===== config.mk =====
export PLATFORM = sky130hd
export DESIGN_NAME = btp_ctrl
export DESIGN_NICKNAME = d
export VERILOG_FILES = /design/src/rtl/core/btp_pkg.sv /design/src/rtl/core/btp_ctrl.sv
export SDC_FILE = /design/constraint.sdc
export NUM_CORES = 1
export LEC_CHECK = 0
export BUFFER_PORTS_ARGS = -buffer_cell sky130_fd_sc_hd__buf_2
export CAP_MARGIN = 15
export CORE_AREA = 2 2 39 41
export CTS_CLUSTER_DIAMETER = 50
export CTS_CLUSTER_SIZE = 10
export DETAILED_ROUTE_END_ITERATION = 6
export DIE_AREA = 0 0 41 43
export PLACE_DENSITY_LB_ADDON = 0.3
export SETUP_SLACK_MARGIN = 0.15
export SLEW_MARGIN = 20
export SYNTH_ARGS = -nofsm -noshare
export SYNTH_HDL_FRONTEND = slang
export SYNTH_SLANG_ARGS = --single-unit

===== constraint.sdc =====
create_clock -name clk -period 2.3 [get_ports clk]
set_input_delay 0.23 -clock clk [delete_from_list [all_inputs] [get_ports clk]]
set_output_delay 0.23 -clock clk [all_outputs]
set_load 0.005 [all_outputs]

===== src/rtl/core/btp_pkg.sv =====
`default_nettype none
package btp_pkg;

	localparam int CUBE_EDGE    = 16;
	localparam int TAPER_LAYERS = 4;

	localparam int NUM_FACES  = 6;
	localparam int FACE_W     = 3;
	localparam int CW         = $clog2(CUBE_EDGE);
	localparam int PLANE_SIZE = CUBE_EDGE * CUBE_EDGE;
	localparam int PLANE_AW   = $clog2(PLANE_SIZE);

	localparam int ERR_W   = 24;
	localparam int SMP_W   = 16;
	localparam int STR_W   = 16;
	localparam int TAPER_W = 13;
	localparam int COEF_W  = STR_W + TAPER_W;
	localparam int PROD_W  = COEF_W + ERR_W;
	localparam int FRAC_W  = 32;
	localparam int ACC_W   = 58;
	localparam int STEP_W  = 3;

	localparam int REG_IDX_W = 1;
	localparam int REG_DAT_W = 16;

	typedef enum logic [1:0] {
		CMD_WRITE = 2'd0,
		CMD_VOXEL = 2'd1,
		CMD_START = 2'd2
	} cmd_t;

	typedef enum logic [REG_IDX_W-1:0] {
		REG_STRENGTH    = 1'd0,
		REG_SAMPLE_MODE = 1'd1
	} reg_idx_t;

	typedef struct packed {
		logic              write_entry;
		logic              start;
		logic              load_voxel;
		logic              issue;
		logic [FACE_W-1:0] face;
		logic              finish;
	} ctrl_cmd_t;

	function automatic logic [TAPER_W-1:0] taper_coef(input logic [1:0] depth);
		logic [TAPER_W-1:0] c;
		case (depth)
			2'd0:    c = TAPER_W'(4096);
			2'd1:    c = TAPER_W'(2867);
			2'd2:    c = TAPER_W'(1638);
			default: c = TAPER_W'(737);
		endcase
		return c;
	endfunction

endpackage
`default_nettype wire


===== src/rtl/core/btp_ctrl.sv =====
`default_nettype none
module btp_ctrl (
	input  wire logic              clk,
	input  wire logic              arst_n,
	input  wire logic              in_valid,
	input  wire logic [1:0]        in_command,
	output logic                   in_ready,
	output logic                   out_valid,
	input  wire logic              out_ready,
	output btp_pkg::ctrl_cmd_t     cmd
);

	typedef enum logic [2:0] {
		ST_IDLE = 3'b001,
		ST_MAC  = 3'b010,
		ST_DONE = 3'b100
	} state_t;

	localparam logic [btp_pkg::STEP_W-1:0] STEP_LAST = btp_pkg::STEP_W'(btp_pkg::NUM_FACES + 1);

	state_t                      state_q;
	logic [btp_pkg::STEP_W-1:0]  step_q;
	logic                        out_valid_q;
	logic                        accept;
	logic                        finish;
	btp_pkg::cmd_t               code;

	assign code     = btp_pkg::cmd_t'(in_command);
	assign in_ready = (state_q == ST_IDLE);
	assign accept   = in_valid && in_ready;
	assign finish   = (state_q == ST_DONE) && (!out_valid_q || out_ready);
	assign out_valid = out_valid_q;

	always_comb begin
		cmd = '0;
		if (accept) begin
			unique case (code)
				btp_pkg::CMD_WRITE: cmd.write_entry = 1'b1;
				btp_pkg::CMD_VOXEL: cmd.load_voxel  = 1'b1;
				btp_pkg::CMD_START: cmd.start       = 1'b1;
				default:            cmd = '0;
			endcase
		end
		cmd.issue  = (state_q == ST_MAC) && (step_q < btp_pkg::STEP_W'(btp_pkg::NUM_FACES));
		cmd.face   = btp_pkg::FACE_W'(step_q);
		cmd.finish = finish;
	end

	always_ff @(posedge clk or negedge arst_n) begin
		if (!arst_n) begin
			state_q     <= ST_IDLE;
			step_q      <= '0;
			out_valid_q <= 1'b0;
		end else begin
			if (finish)
				out_valid_q <= 1'b1;
			else if (out_ready)
				out_valid_q <= 1'b0;
			unique case (state_q)
				ST_IDLE: begin
					step_q <= '0;
					if (cmd.load_voxel)
						state_q <= ST_MAC;
				end
				ST_MAC: begin
					if (step_q == STEP_LAST)
						state_q <= ST_DONE;
					else
						step_q <= step_q + 1'b1;
				end
				ST_DONE: begin
					if (finish)
						state_q <= ST_IDLE;
				end
				default: state_q <= ST_IDLE;
			endcase
		end
	end

endmodule
`default_nettype wire


[Word level (Yosys, flattened, before mapping)]
Index checks and enable logic that the tools add are counted.
Storage, ports and cells
  register bits: 7
  bits of input ports: 6
  output and inout port bits: 10
  logic and storage cells: 37
Cells by class
  add/subtract/negate cells: 1
  magnitude comparators: 1
  eq/ne operators: 10
  multiplexer cells: 12
  reductions and logical operators: 10
Operator list (count)
  $mux 3: 4
  $pmux 3 s3: 1
  $mux 8: 1
  $eq 3x3->1 const B: 2
  $pmux 3 s2: 1
  $mux 1: 5
  $ne 2x1->1 const B: 2
  $ne 2x2->1 const B: 2
  $reduce_bool 2->1: 2
  $add 3x1->3 const B: 1
  $eq 3x1->1 const B: 1
  $eq 3x2->1 const B: 1
  $logic_and 1x1->1: 3
  $lt 3x3->1 const B: 1
  $reduce_and 3->1: 1
  $eq 2x1->1 const B: 1
  $eq 2x2->1 const B: 1
  $logic_not 2->1: 1
  $reduce_and 2->1: 1
  $logic_not 1->1: 1
  $logic_or 1x1->1: 1

[Longest topological paths before layout]
  depth in word-level cells: 5
  depth in mapped cells: 5
  gate-level depth less buffers: 5

[Worst setup path before layout]
No wires, ideal clock.
  path kind: register to register
  start: register step_q[0] in the netlist's numbering
  end: register step_q[0] in the netlist's numbering
  setup time: 121 ps
  data arrival time: 1288 ps
  required time: 2179 ps
  setup slack: 891 ps
  stages on the path, launching flop included: 6
  path buffers: 0
  period minus slack after synthesis: 1409 ps
  cells stage by stage: dfrtp_1 > ha_1 > ha_1 > and2b_1 > o21bai_2 > a22o_1
On the way
  longest elaborated chain between the ends: 3
  elaborated cells between the ends (all ways): 6
  those cells by class: add/sub: 1; eq/ne: 2; mux: 2; reduce/logical: 1
Ends and longest elaborated chain
  start, declared: RTL line btp_ctrl.sv:22  | logic [btp_pkg::STEP_W-1:0] step_q;
  start signal, assigned: RTL line btp_ctrl.sv:69  | step_q <= step_q + 1'b1;
  $add 3x1->3 / $eq 3x3->1 (equally long branches): RTL line btp_ctrl.sv:69, btp_ctrl.sv:66
  $mux 3 / $ne 2x2->1 (equally long branches)
  $pmux 3 s2 / $reduce_and 2->1 (equally long branches)
Several ways; a longest one is shown, not always the timed one. The select of a mux whose other input is x is not followed.
A chain may end at the register's enable or synchronous reset.

==> results.txt <==
The weighted congestion at the end of routability-driven global placement is 0.726. The maximum operating frequency came out at 571 MHz. In this run the critical register-to-register path is launched from step_q[1]. Measured along the y axis, the die boundary spans 43 um. The first-pass iteration count of the detailed router came out at 4. The capture point of the worst reg-to-reg path is step_q[1].

Data on the critical path arrives at its endpoint at 1520 ps. The final sum of negative setup slack is 0 ps. Setup repair after global routing left no endpoint under its margin.

The cell internal power dissipation is 208 uW. Global routing used 13.1% of the available tracks across all layers. The share of layout cells above drive strength 1 came out at 39.7%. The analysis attributes to cell leakage a power of 0.297 nW. Among all stages on the critical path, the largest delay is contributed by sky130_fd_sc_hd__dfstp_2. The finished cells cover 547 um^2. The relative contribution of combinational cells to total power is 10.3%. The area overhead of the layout relative to synthesis is 23.8%. The smallest clock period supported by the final layout is computed as 1750 ps.

The maximum number of pins on one net before global-route repair is 12. The clock root buffer is sky130_fd_sc_hd__clkbuf_4. The most area-hungry cell type in the Yosys netlist is sky130_fd_sc_hd__dfrtp_1. The count of input and output buffers is 15. The net count after synthesis is 49. The clock transition at the register clock pins on the worst setup and hold paths after CTS is 50 ps. Tracing the worst setup path back leads to its startpoint at state_q[0].

The area share of the leading cell type in the synthesized netlist is 34.0%. The average wire length per cell after detail routing is 11.7 um. The peak supply drop is 0.000206 V. The gate count after technology mapping came out at 41. The synthesized design contains 7 register bits. The number of placement rows is 14.

The async set-or-reset flop fraction in the synthesized netlist is 100%. Among cell families on the critical path, the largest total delay comes from flip-flops. The beginning of the worst hold path is out_ready.

Traced cell by cell, the critical path runs through nor3b_4 > nand2_1 > nor3b_1 > buf_2. The detailed placement HPWL came out at 626 um. The period utilization is 76.2%.

The setup skew after layout is 0.853 ps. After synthesis, the cell types taking the most area are sky130_fd_sc_hd__dfrtp_1, sky130_fd_sc_hd__a22o_1, sky130_fd_sc_hd__dfstp_2. The global-route wire length before repair is 1480 um.

The count of pins on the block boundary is 16. The final hold violation count is 0. The area after detailed placement came out at 510 um^2.

The overall die width came out at 41 um. The most used flip-flop cell after synthesis is sky130_fd_sc_hd__dfrtp_1. Power spread over the standard cell area amounts to 500 mW/mm^2. The via count of the first global-routing pass came out at 316. The net switching component of the power came out at 65.7 uW. After the flow finishes, the layout carries non-filler instances totaling 74. The share of total power consumed by net switching is 24.0%.

The hold-critical path depth came out at 2. The remaining antenna violation count came out at 0. The part of the power in the clock network is 41.5%. The number of antenna violations at the first check in global routing came to 0. The TritonCTS clock tree is yes. The synthesized area divided by synthesized cell count came out at 10.8 um^2. The most common cell in the synthesized netlist is sky130_fd_sc_hd__dfrtp_1.

The flow ran to the end, and the final reports show no timing, DRC or antenna violations. The category of the worst setup path launch point is a flip-flop. For this run, the slowest stage of the critical path takes 630 ps. The buffer levels on the longest clock path came out at 2. The combined flip-flop and latch cell area is 176 um^2. The number of remaining DRC errors is 0. The synthesized design contains 0 enable-type register cells. Per report_power, the sequential group accounts for 48.2% of the total. The area enclosed by the die boundary is 0.00176 mm^2.

After detailed routing, the number of vias per cell comes to 4.99. The number of inserted diodes is 0. By startpoint and endpoint, the worst setup path is classified as reg -> out. The multi-input logic area is 231 um^2. The area of the placeable core came out at 0.00138 mm^2.

The number of placed instances, taps included, is 69. The worst reg-to-reg setup slack came out at 830 ps. In this run, the number of DRC markers left after iteration 0 of detailed routing was 3.

The critical path buffer and inverter count is 1. The number of clock buffers inserted by TritonCTS came out at 3. For hold timing, the worst endpoint is out_valid. The endpoint required time on the critical path is 2070 ps. The commonest cells after synthesis are sky130_fd_sc_hd__dfrtp_1, sky130_fd_sc_hd__a22o_1, sky130_fd_sc_hd__a21oi_1.

The number of filler cells placed in the layout came out at 151. The portion of the post-synthesis area used by sequential elements came out at 39.9%. The min-delay analysis places its worst path in the category in -> reg.

The max-slew violation total from the final report came out at 0. Across the run, the number of max-cap violations was 0. The warning count from the yosys run came out at 0. The number of different library cells in the post-synthesis netlist is 24. At the pin with the least slew margin, the transition time is 375 ps.

For this block, the via count after detailed routing is 369. The CTS sink count came out at 7. The aggregate global routing overflow is 0.

The sum of routed wire length over all layers is 869 um. The worst setup path is captured at an output pin. The headroom to the max-slew limit came out at 75.0%. The cell area after technology mapping came out at 442 um^2. The starting density of the core is 31.9%. The maximum level of the CTS H-tree is 1. The number of cells on the worst reg-to-reg path is 5. The clock latency on the worst-skew pair came out at 250 ps.

The number of gates resized after cts came out at 0. In this run the worst path has a maximum fanout of 10. The total of endpoints with negative setup slack in the final report is 0. After the last flow step, the layout net total stands at 67.
layer usage:
layer	share of wire [%]	wire length, um	track usage, %
met1	48	417	18.8
met2	48	413	14.4
met3	3.6	31	4.71
met4	0.81	7	12.0
met5	0	0	0
how the worst max path moves through the flow:
stage | cells after the start | to | slack, ps
final | 4 | cmd[6] | 550
after global routing | 4 | cmd[6] | 410
after CTS | 4 | cmd[6] | 520
after detailed placement | 4 | cmd[6] | 810
after global placement | 3 | cmd[5] | 800
after floorplan | 5 | step_q[0] | 890
layout make-up:
class                   count  area share, %
clock buffers               4           4.81
multi-input cells          29           42.3
inverters                   2           1.37
flip-flops and latches      7           32.3
repair buffers             16           15.6
well taps                  16           3.66
power groups by stage:
stage / logic, mW / clock network [mW] / registers, mW
finish: 0.0281 / 0.113 / 0.132
global route: 0.0317 / 0.132 / 0.132
CTS: 0.0286 / 0.119 / 0.132
detailed placement: 0.0272 / 0 / 0.134
global placement: 0.0270 / 0 / 0.134
floorplan: 0.0206 / 0 / 0.130
state kept, by name, summed over array words and instances, names as in the netlist:
signal,flops
step_q,3
state_q,3
out_valid,1
repair_timing:
item / 4_1_cts / 5_1_grt
endpoints found under the hold margin: 6 / 0
setup buffers: 0 / 0
hold buffers: 1 / 0
cells by family after synthesis:
| kind of cell | count (synthesis) | share of synthesized area (%) |
|---|---|---|
| fa+ha+maj | 2 | 5.66 |
| compound gates | 12 | 19.8 |
| simple gates | 14 | 24.4 |
| mux | 1 | 2.55 |
| buf+inv | 5 | 7.65 |
| flops | 7 | 39.9 |
worst reg2reg max path, stage by stage, from the launching register on:
cell	delay, ps
sky130_fd_sc_hd__dfrtp_1	420
sky130_fd_sc_hd__ha_1	200
sky130_fd_sc_hd__ha_1	210
sky130_fd_sc_hd__and2b_1	210
sky130_fd_sc_hd__o21bai_2	80
sky130_fd_sc_hd__a22o_1	240
placed cells by master, fill, tap and decap left out:
cell	synthesis	final
sky130_fd_sc_hd__o21bai_2	1	1
sky130_fd_sc_hd__dfstp_2	1	1
sky130_fd_sc_hd__clkbuf_1	0	1
sky130_fd_sc_hd__nand4bb_1	1	1
sky130_fd_sc_hd__a21oi_1	4	4
sky130_fd_sc_hd__mux2_2	1	1
sky130_fd_sc_hd__nor3_2	1	1
sky130_fd_sc_hd__nor3_1	1	1
sky130_fd_sc_hd__buf_2	0	15
sky130_fd_sc_hd__and2b_1	1	1
sky130_fd_sc_hd__a21o_1	1	1
sky130_fd_sc_hd__nor2_1	2	2
sky130_fd_sc_hd__and4b_1	1	1
sky130_fd_sc_hd__dlygate4sd3_1	0	1
sky130_fd_sc_hd__nand3b_1	1	1
sky130_fd_sc_hd__a22o_1	5	5
sky130_fd_sc_hd__ha_1	2	2
sky130_fd_sc_hd__clkbuf_4	0	3
sky130_fd_sc_hd__nand2b_1	1	1
sky130_fd_sc_hd__nand2_1	2	2
sky130_fd_sc_hd__o21ai_0	1	1
sky130_fd_sc_hd__nor3b_1	1	1
sky130_fd_sc_hd__inv_1	2	2
sky130_fd_sc_hd__dfrtp_1	6	6
sky130_fd_sc_hd__nor3b_4	1	1
sky130_fd_sc_hd__or3b_1	1	1
metrics by stage:
stage / worst slack [ps] / hold WS (ps) / utilization (%) / power, mW
global placement: 801 / 71.0 / 36.9 / 0.161
detailed placement: 805 / 71.5 / 36.9 / 0.161
floorplan: 891 / -65.6 / - / 0.150
finish: 547 / 207 / 39.5 / 0.274
global route: 408 / 216 / 39.5 / 0.296
CTS: 525 / 205 / 39.5 / 0.279
No activity file was read; power rests on OpenSTA's default activity.
